--- src/rlc_pkg.sv ---
// Shared types, constants and the rounding and saturation function for the RLC branch step.
`timescale 1ns / 1ps

package rlc_pkg;

  localparam int SIG_W     = 32;
  localparam int COEF_W    = 32;
  localparam int COEF_FRAC = 24;
  localparam int PROD_W    = SIG_W + COEF_W;
  // Four products plus growth margin.
  localparam int ACC_W     = PROD_W + 4;
  localparam int Q_W       = ACC_W - COEF_FRAC;
  localparam int CFG_IDX_W = 3;

  localparam logic signed [COEF_W-1:0] COEF_ONE = COEF_W'(1) << COEF_FRAC;
  localparam logic signed [ACC_W-1:0]  ROUND_BIAS = ACC_W'(1) << (COEF_FRAC - 1);
  localparam logic signed [SIG_W-1:0]  SIG_MAX = {1'b0, {(SIG_W-1){1'b1}}};
  localparam logic signed [SIG_W-1:0]  SIG_MIN = {1'b1, {(SIG_W-1){1'b0}}};

  typedef enum logic [CFG_IDX_W-1:0] {
    REG_A_CAP_CAP      = 3'd0,
    REG_A_CAP_IND      = 3'd1,
    REG_A_IND_CAP      = 3'd2,
    REG_A_IND_IND      = 3'd3,
    REG_B_CAP          = 3'd4,
    REG_B_IND          = 3'd5,
    REG_NODE0_GROUNDED = 3'd6,
    REG_NODE1_GROUNDED = 3'd7
  } cfg_reg_e;

  typedef struct packed {
    logic acc_en;
    logic acc_first;
  } mac_ctrl_t;

  // Round half up, drop the coefficient fraction and clamp to the signal range.
  function automatic logic signed [SIG_W-1:0] sat_scale(input logic signed [ACC_W-1:0] a);
    logic signed [ACC_W-1:0] r;
    logic signed [Q_W-1:0]   q;
    r = a + ROUND_BIAS;
    q = r[ACC_W-1:COEF_FRAC];
    if ((&q[Q_W-1:SIG_W-1]) || !(|q[Q_W-1:SIG_W-1])) begin
      sat_scale = q[SIG_W-1:0];
    end else if (q[Q_W-1]) begin
      sat_scale = SIG_MIN;
    end else begin
      sat_scale = SIG_MAX;
    end
  endfunction

endpackage

--- src/rlc_mac.sv ---
// Shared multiply-accumulate unit with a registered product and a scaled, saturated result.
`timescale 1ns / 1ps

module rlc_mac
  import rlc_pkg::*;
(
  input  logic                     clk_i,
  input  logic                     rst_ni,
  input  mac_ctrl_t                ctrl_i,
  input  logic signed [COEF_W-1:0] coef_i,
  input  logic signed [SIG_W-1:0]  sig_i,
  output logic signed [SIG_W-1:0]  result_o
);

  logic signed [PROD_W-1:0] prod_q, prod_d;
  logic signed [ACC_W-1:0]  acc_q, acc_d;

  assign prod_d = PROD_W'(coef_i) * PROD_W'(sig_i);

  always_comb begin
    acc_d = acc_q;
    if (ctrl_i.acc_en) begin
      if (ctrl_i.acc_first) begin
        acc_d = ACC_W'(prod_q);
      end else begin
        acc_d = acc_q + ACC_W'(prod_q);
      end
    end
  end

  // Datapath registers only; the sequencer decides when their contents count.
  always_ff @(posedge clk_i or negedge rst_ni) begin
    if (!rst_ni) begin
      prod_q <= '0;
      acc_q  <= '0;
    end else begin
      prod_q <= prod_d;
      acc_q  <= acc_d;
    end
  end

  assign result_o = sat_scale(acc_q);

endmodule

--- src/series_rlc_state_space_step.sv ---
// One time step of a series RLC branch: branch current, state update and next history current.
`timescale 1ns / 1ps

// An item is taken when s_axis_tready is high, which it is whenever no step is in progress.
// Each step runs thirteen products through one shared 32x32 multiplier and accumulator, so
// the next item is taken only after the result has reached the output register, and that
// write waits while the output side still holds back a previous result. The state
// (capacitor voltage, inductor current, previous branch voltage and history current) starts
// at zero after reset; the user must write coefficients through the configuration port
// only while the block is idle, which the block itself does not enforce.

module series_rlc_state_space_step
  import rlc_pkg::*;
(
  input  logic                 clk_i,
  input  logic                 rst_ni,
  input  logic                 cfg_we_i,
  input  logic [CFG_IDX_W-1:0] cfg_index_i,
  input  logic [COEF_W-1:0]    cfg_data_i,
  input  logic                 s_axis_tvalid,
  output logic                 s_axis_tready,
  // [31:0] node1_voltage, [63:32] node0_voltage
  input  logic [2*SIG_W-1:0]   s_axis_tdata,
  output logic                 m_axis_tvalid,
  input  logic                 m_axis_tready,
  // [31:0] branch_current, [63:32] next_history_current
  output logic [2*SIG_W-1:0]   m_axis_tdata
);

  localparam logic [3:0] STEP_CUR_DONE  = 4'd3;
  localparam logic [3:0] STEP_CAP_DONE  = 4'd7;
  localparam logic [3:0] STEP_IND_DONE  = 4'd11;
  localparam logic [3:0] STEP_LAST_ACC  = 4'd13;
  localparam logic [3:0] STEP_LAST      = 4'd14;

  logic signed [COEF_W-1:0] a_cc_q, a_ci_q, a_ic_q, a_ii_q, b_cap_q, b_ind_q;
  logic                     gnd0_q, gnd1_q;

  logic signed [SIG_W-1:0]  cap_q, ind_q, prev_q, hist_q, v_q, cur_q, v_d;
  logic signed [SIG_W-1:0]  v1, v0;
  logic signed [SIG_W:0]    diff;

  logic                     busy_q, out_valid_q;
  logic [3:0]               step_q;
  logic [2*SIG_W-1:0]       out_data_q;

  logic signed [COEF_W-1:0] coef;
  logic signed [SIG_W-1:0]  operand, mac_result;
  mac_ctrl_t                mac_ctrl;
  logic                     in_xfer, finish;

  assign s_axis_tready = !busy_q;
  assign in_xfer       = s_axis_tvalid && s_axis_tready;
  assign finish        = busy_q && (step_q == STEP_LAST) && (!out_valid_q || m_axis_tready);
  assign m_axis_tvalid = out_valid_q;
  assign m_axis_tdata  = out_data_q;

  // Branch voltage with grounded terminals forced to zero, clamped to the signal range.
  always_comb begin
    v1   = gnd1_q ? '0 : s_axis_tdata[SIG_W-1:0];
    v0   = gnd0_q ? '0 : s_axis_tdata[2*SIG_W-1:SIG_W];
    diff = (SIG_W+1)'(v1) - (SIG_W+1)'(v0);
    if (diff[SIG_W] != diff[SIG_W-1]) begin
      v_d = diff[SIG_W] ? SIG_MIN : SIG_MAX;
    end else begin
      v_d = diff[SIG_W-1:0];
    end
  end

  // Product issued at each step. The history current terms are ordered so that the new
  // inductor current is already stored when its product is issued.
  always_comb begin
    unique case (step_q)
      4'd0:    begin coef = COEF_ONE; operand = hist_q; end
      4'd1:    begin coef = b_ind_q;  operand = v_q;    end
      4'd2:    begin coef = a_cc_q;   operand = cap_q;  end
      4'd3:    begin coef = a_ci_q;   operand = ind_q;  end
      4'd4:    begin coef = b_cap_q;  operand = prev_q; end
      4'd5:    begin coef = b_cap_q;  operand = v_q;    end
      4'd6:    begin coef = a_ic_q;   operand = cap_q;  end
      4'd7:    begin coef = a_ii_q;   operand = ind_q;  end
      4'd8:    begin coef = b_ind_q;  operand = prev_q; end
      4'd9:    begin coef = b_ind_q;  operand = v_q;    end
      4'd10:   begin coef = b_ind_q;  operand = v_q;    end
      4'd11:   begin coef = a_ic_q;   operand = cap_q;  end
      4'd12:   begin coef = a_ii_q;   operand = ind_q;  end
      default: begin coef = '0;       operand = '0;     end
    endcase
  end

  always_comb begin
    mac_ctrl.acc_en    = busy_q && (step_q >= 4'd1) && (step_q <= STEP_LAST_ACC);
    mac_ctrl.acc_first = (step_q == 4'd1) || (step_q == STEP_CUR_DONE) ||
                         (step_q == STEP_CAP_DONE) || (step_q == STEP_IND_DONE);
  end

  rlc_mac u_mac (
    .clk_i    (clk_i),
    .rst_ni   (rst_ni),
    .ctrl_i   (mac_ctrl),
    .coef_i   (coef),
    .sig_i    (operand),
    .result_o (mac_result)
  );

  always_ff @(posedge clk_i or negedge rst_ni) begin
    if (!rst_ni) begin
      a_cc_q      <= '0;
      a_ci_q      <= '0;
      a_ic_q      <= '0;
      a_ii_q      <= '0;
      b_cap_q     <= '0;
      b_ind_q     <= '0;
      gnd0_q      <= 1'b0;
      gnd1_q      <= 1'b0;
      cap_q       <= '0;
      ind_q       <= '0;
      prev_q      <= '0;
      hist_q      <= '0;
      busy_q      <= 1'b0;
      step_q      <= '0;
      out_valid_q <= 1'b0;
    end else begin
      if (cfg_we_i) begin
        unique case (cfg_reg_e'(cfg_index_i))
          REG_A_CAP_CAP:      a_cc_q  <= cfg_data_i;
          REG_A_CAP_IND:      a_ci_q  <= cfg_data_i;
          REG_A_IND_CAP:      a_ic_q  <= cfg_data_i;
          REG_A_IND_IND:      a_ii_q  <= cfg_data_i;
          REG_B_CAP:          b_cap_q <= cfg_data_i;
          REG_B_IND:          b_ind_q <= cfg_data_i;
          REG_NODE0_GROUNDED: gnd0_q  <= cfg_data_i[0];
          REG_NODE1_GROUNDED: gnd1_q  <= cfg_data_i[0];
          default: ;
        endcase
      end

      if (finish) begin
        out_valid_q <= 1'b1;
      end else if (m_axis_tready) begin
        out_valid_q <= 1'b0;
      end

      if (in_xfer) begin
        busy_q <= 1'b1;
        step_q <= '0;
      end else if (busy_q) begin
        if (step_q != STEP_LAST) begin
          step_q <= step_q + 4'd1;
        end
        if (step_q == STEP_CAP_DONE) begin
          cap_q <= mac_result;
        end
        if (step_q == STEP_IND_DONE) begin
          ind_q <= mac_result;
        end
        if (finish) begin
          hist_q <= mac_result;
          prev_q <= v_q;
          busy_q <= 1'b0;
        end
      end
    end
  end

  always_ff @(posedge clk_i) begin
    if (in_xfer) begin
      v_q <= v_d;
    end
    if (busy_q && (step_q == STEP_CUR_DONE)) begin
      cur_q <= mac_result;
    end
    if (finish) begin
      out_data_q <= {mac_result, cur_q};
    end
  end

endmodule

--- config.mk ---
export PLATFORM = sky130hd
export DESIGN_NAME = series_rlc_state_space_step
export DESIGN_NICKNAME = d
export VERILOG_FILES = /design/src/rlc_pkg.sv /design/src/rlc_mac.sv /design/src/series_rlc_state_space_step.sv
export SDC_FILE = /design/constraint.sdc
export NUM_CORES = 2
export LEC_CHECK = 0
export BUFFER_PORTS_ARGS = -buffer_cell sky130_fd_sc_hd__buf_2
export CORE_MARGIN = 2
export CORE_UTILIZATION = 68
export DETAILED_ROUTE_END_ITERATION = 12
export PLACE_DENSITY = 0.86
export SLEW_MARGIN = 20
export SYNTH_ARGS = -nofsm -noshare
export SYNTH_HDL_FRONTEND = slang
export SYNTH_SLANG_ARGS = --single-unit
--- constraint.sdc ---
create_clock -name clk_i -period 18.5 [get_ports clk_i]
set_input_delay 0.925 -clock clk_i [delete_from_list [all_inputs] [get_ports clk_i]]
set_output_delay 0.925 -clock clk_i [all_outputs]
set_load 0.01 [all_outputs]
Yosys cells after proc, flatten, opt, wreduce, memory -nomap -nowiden --
Cells that the tools add are included.
Word-level totals: bits in registers 588, bits of input ports 104, output and inout bits 66, word-level logic and storage cells 108
Operators by class: add/subtract/negate cells 4, $mul 1, order comparisons 2, eq/ne operators 22, muxes and demuxes 17, bitwise logic cells 1, reductions and logical operators 41
Operators with widths (count):
- $pmux W32 S7 | 1
- $mux W32 | 6
- $pmux W32 S5 | 1
- $add A68 B25 Y68 const B | 1
- $add A68 B64 Y68 | 1
- $mux W68 | 1
- $mul A32 B32 Y64 | 1
- $sub A32 B32 Y33 | 1
- $eq A4 B4 Y1 const B | 6
- $reduce_and A2 Y1 | 9
- $eq A4 B3 Y1 const B | 4
- $reduce_and A13 Y1 | 1
- $reduce_or A13 Y1 | 1
- $eq A3 B3 Y1 const B | 4
- $mux W4 | 3
- $reduce_and A3 Y1 | 3
- $eq A4 B2 Y1 const B | 2
- $reduce_or A2 Y1 | 4
- $reduce_or A4 Y1 | 2
- $eq A3 B2 Y1 const B | 2
- $logic_and A1 B1 Y1 | 6
- $reduce_bool A2 Y1 | 3
- $reduce_or A3 Y1 | 2
- $logic_or A1 B1 Y1 | 5
- other kinds (12) | 18

Logic depth before layout (Yosys ltp) --
depth after elaboration 6, depth in mapped cells 39, gate-level depth less buffers 35

Cells and area by module --
From an unflattened synthesis, not the netlist that was laid out.
Unflattened totals: cells, all modules 6548, area total of the unflattened synthesis 66557.6 sq um
By module, submodules not included:
- rlc_mac | times used 1, cells an instance 5035, area an instance 46066.7 sq um, seq. area each 3303.2 sq um
- series_rlc_state_space_step | times used 1, cells an instance 1513, area an instance 20490.9 sq um, seq. area each 12051.6 sq um

Worst setup path before layout --
Ideal clock, no wire load.
kind reg-to-reg, start point register step_q[0], end point register u_mac.prod_q[47], library setup time 80 ps, arrival time 9400 ps, data required time 18420 ps, path slack 9021 ps, cell stages (with the launch flop) 34, buffers on the path 5, period minus slack after synthesis 9479 ps, path through dfrtp_1 -> ha_1 -> nor2b_1 -> nor2b_1 -> clkbuf_1 -> or2_2 -> clkbuf_1 -> buf_1 -> a221oi_1 -> clkbuf_1 -> nor2_1 -> fa_1 -> inv_1 -> fa_1 -> fa_1 -> fa_1 -> inv_1 -> fa_1 -> fa_1 -> fa_1 -> fa_1 -> ha_1 -> clkbuf_1 -> a21o_1 -> a21oi_1 -> o21ai_0 -> a21o_1 -> a2111oi_0 -> a21o_1 -> o31ai_1 -> a31o_2 -> a21o_1 -> a21oi_1 -> xnor2_1
On the way: cells in the longest elaborated chain, start to end 4, elaborated cells on any way between the ends 24, those cells by class mul: 1; eq/ne: 12; mux: 2; reduce/logical: 9
Ends and longest elaborated chain:
- from (decl) | RTL line series_rlc_state_space_step.sv:44 | logic [3:0] step_q;
- from (signal assigned) | RTL line series_rlc_state_space_step.sv:149 | step_q <= step_q + 4'd1;
- $eq A4 B1 Y1 (tied with other cells) | RTL line series_rlc_state_space_step.sv:73 | unique case (step_q)
- $reduce_or A4 Y1 (no line) (tied with other cells)
- $pmux W32 S7 / $pmux W32 S5 (equally long branches) | RTL line series_rlc_state_space_step.sv:73
- $mul A32 B32 Y64 (*) | RTL line rlc_mac.sv:18 | assign prod_d = PROD_W'(coef_i) * PROD_W'(sig_i);
- net u_mac.prod_d[47] | RTL line rlc_mac.sv:15 | logic signed [PROD_W-1:0] prod_q, prod_d;
- to (signal assigned) | RTL line rlc_mac.sv:37 | prod_q <= prod_d;
- to (decl) | RTL line rlc_mac.sv:15
Mark *: on every way through the listed nets, which the timed path passes. The rest lies on a longest branch. A chain may end at the register's enable or synchronous reset.

Worst setup path in the final report --
start point register step_q[0], end point register u_mac.prod_q[57]
Same word-level chain as after synthesis.

==> results.md <==
- Hold Buf Count CTS: 0
- Async SR Flop Fraction: 78.2%
- RSZ-0062 raised after global routing: no
- Area delta synth->final: 6.98%
- First-pass GRT wire length: 301 mm
- Initial antenna violation count: 4
- Adder-cell share of the synthesized area: 39.1%
- Placement Rows: 113
- Pre-antenna DRT Iters: 10
- Post-Syn Instances: 6770
- Total track usage: slightly above 40%
- Pin count of the biggest net entering global routing: 195
- CP Data Arrival Time: 12.60 ns
- Setup TNS: 0 ns
- CP Class: register to register
- Sink count of the clock tree: 588
- Drt wl/cell: 23.9 um
- Synth Register Bits: between 500 and 600
- Count of cells resized by post-cts repair: 0
- Count of different cell masters after synthesis: 79
- Post-synthesis sequential area ratio: between 20% and 30%
- Core area: 94900 um^2
- Setup violations, final: 0
- Overall die width: 313 um
- Critical path startpoint: step_q[0]
- Max FFs per register: 68
- # Post-CTS Setup Buffers: 0
- XOR/XNOR Fraction of Synth Area: 2.60%
- Ys Warns: 0
- Final Hold Vio Count: 0
- Synth area leaders: fa_1 (33%), dfrtp_1 (18%), inv_1 (6.2%), edfxtp_1 (5.9%), nand2_1 (5.8%)
- Max Clk Rate: 83.5 MHz
- Post-DR vias/cell: 6.29
- Synth top area share: 33.4%
- Via count: 50.9k
- Initial Util: 68.5%
- Cell mode on critical path: fa_1
- Most used DFF post-synth: dfrtp_1
- Total CTS buffers: 61
- Cell Area, Synth: roughly 65000 um^2
- Least-Margin Pin Slew: 1.19 ns
- Minimum clock period: 11.98 ns
- CTS Buffer Depth: 3
- Gpl congestion: about 1.0
- Status: completed
- Layout cells sized above 1: under 10%
- Clock Pin Slew Worst Setup and Hold Paths: approximately 0.070 ns
- MaxCap Viol Count: 0
- DRC viols: 0
- R2r startpoint: step_q[0]
- Drt initial violations: 5918
- Mux contribution to synthesized area: 3.95%
- Top Ports: 170
- Die Span Y: 313 um
- Largest area contributor in the netlist: fa_1
- Most frequent cells after synthesis: fa_1 (1084), inv_1 (1079), nand2_1 (1000), nor2_1 (630), dfrtp_1 (460)
- Htree depth: 2
- Crit Path Max Fanout: 34
- Fin nets: just over 8k
- Mapped Nets: between 8k and 9k
- Synth Area in Compound Gates: 9.75%
- EDFF count, synth: 128
- CTS tree: done
- Final wirelength: 194 mm
- Final global-route overflow total: 0
- Die area: 98100 um^2
- Max Slew Vio Count: 0
- Slew HR: 18.7%
- Worst-Skew Late Latency: 0.70 ns
- CP Capture Type: register
- Crit-path max cell delay: around 1.1 ns
- Largest Register: u_mac.acc_q
- Combinational family with the most area after synthesis: adder cells
- Fin crit share: 64.8%
- Final ANT Viol Nets: 0
- Fraction of the mapped netlist area in simple logic gates: 12.7%
- Avg Cell Area, Syn: 9.60 um^2
- DP Wirelength: 146 mm
- Root Buffer Master: clkbuf_16
- Cell at the slowest stage of the critical path: fa_1
- Port buffer count: 169
- Clk_skew: 0.0626 ns
- CP required: 19.12 ns
- Startpoint class of the critical path: register
- Vias in the first global route: ~53k
- Top-count cell post-synth: fa_1
- Fill cells: 6479
- HP Class: primary input to async pin
==> kinds of logic (layout without fill, tap and decap cells) <==
kind of cell,Yosys count,count (layout)
DFF,588,588
other,0,7
xor gates and xnor gates,193,193
adders and majority gates,1381,1381
muxes,232,232
and+or+nand+nor,1972,1972
buffers and inverters,1421,1479
AOI/OAI and AO/OA,983,983
==> layout make-up <==
class / count / area [um^2] / area share, %
timing repair buffer: 285 / 1750 / 2.52
antenna: 7 / 17.5 / 0.0252
clock inverter: 31 / 438 / 0.630
multi-input combinational: 4761 / 44600 / 64.2
clock buffer: 82 / 1690 / 2.42
sequential: 588 / 15400 / 22.1
tap: 1265 / 1580 / 2.28
inverter: 1081 / 4060 / 5.84
==> layer usage <==
metal | GRT usage, % | wire, um | up-vias
met5 | 0 | 47 | -
met4 | 22.9 | 13800 | 6
met3 | 12.9 | 26200 | 865
met2 | 60.2 | 84900 | 3372
met1 | 52.6 | 68600 | 25202
li1 | - | - | 21471
==> path summary, 6_finish.rpt <==
kind,endpoint,slack [ns],cells after the start
max,u_mac.prod_q[57],6.52,32
min,u_mac.acc_q[62],0.26,1
max reg2reg,u_mac.prod_q[57],6.52,32
min reg2reg,m_axis_tdata[0],0.41,0
max in group asynchronous,b_ind_q[18],15.85,3
min in group clk_i,m_axis_tdata[0],0.41,0
==> metrics by stage <==
stage / cell area, um^2 / hold WS (ns) / cells / worst slack [ns] / utilization, %
2_1_floorplan: 65000 / 0.400 / 6770 / 9.02 / -
3_3_place_gp: 67400 / 0.401 / 7979 / 7.03 / 71.0
3_5_place_dp: 67400 / 0.405 / 7980 / 6.72 / 71.0
4_1_cts: 69500 / 0.323 / 8093 / 6.78 / 73.3
5_1_grt: 69500 / 0.341 / 8093 / 5.97 / 73.3
6_report: 69500 / 0.264 / 8100 / 6.52 / 73.3
==> critical path: cells and delay by family, from the launching register on <==
| kind | cells | cell delay, ns |
|---|---|---|
| DFF | 1 | 0.42 |
| xor gates and xnor gates | 1 | 0.16 |
| buffers and inverters | 9 | 2.20 |
| and+or+nand+nor | 6 | 1.96 |
| AOI/OAI and AO/OA | 6 | 1.83 |
| adders and majority gates | 10 | 5.32 |
==> layout by cell type, fill, tap and decap left out, types with 92 or more instances in the layout <==
cell      Yosys  layout
dfrtp_1     460     460
buf_4         0     114
a21oi_1     259     239
xnor2_1     107     106
buf_2         1     168
fa_1       1084    1084
nor2_1      630     629
nand2_1    1000    1000
inv_1      1079    1079
a21o_1      132     132
edfxtp_1    128     128
o21ai_1      93      92
ha_1        289     289
o21ai_0     160     160
mux2_2      196     196
Power is left out: the tool's default activity adds up to more than one toggle a clock period on the data nets, which glitch-free logic cannot reach.
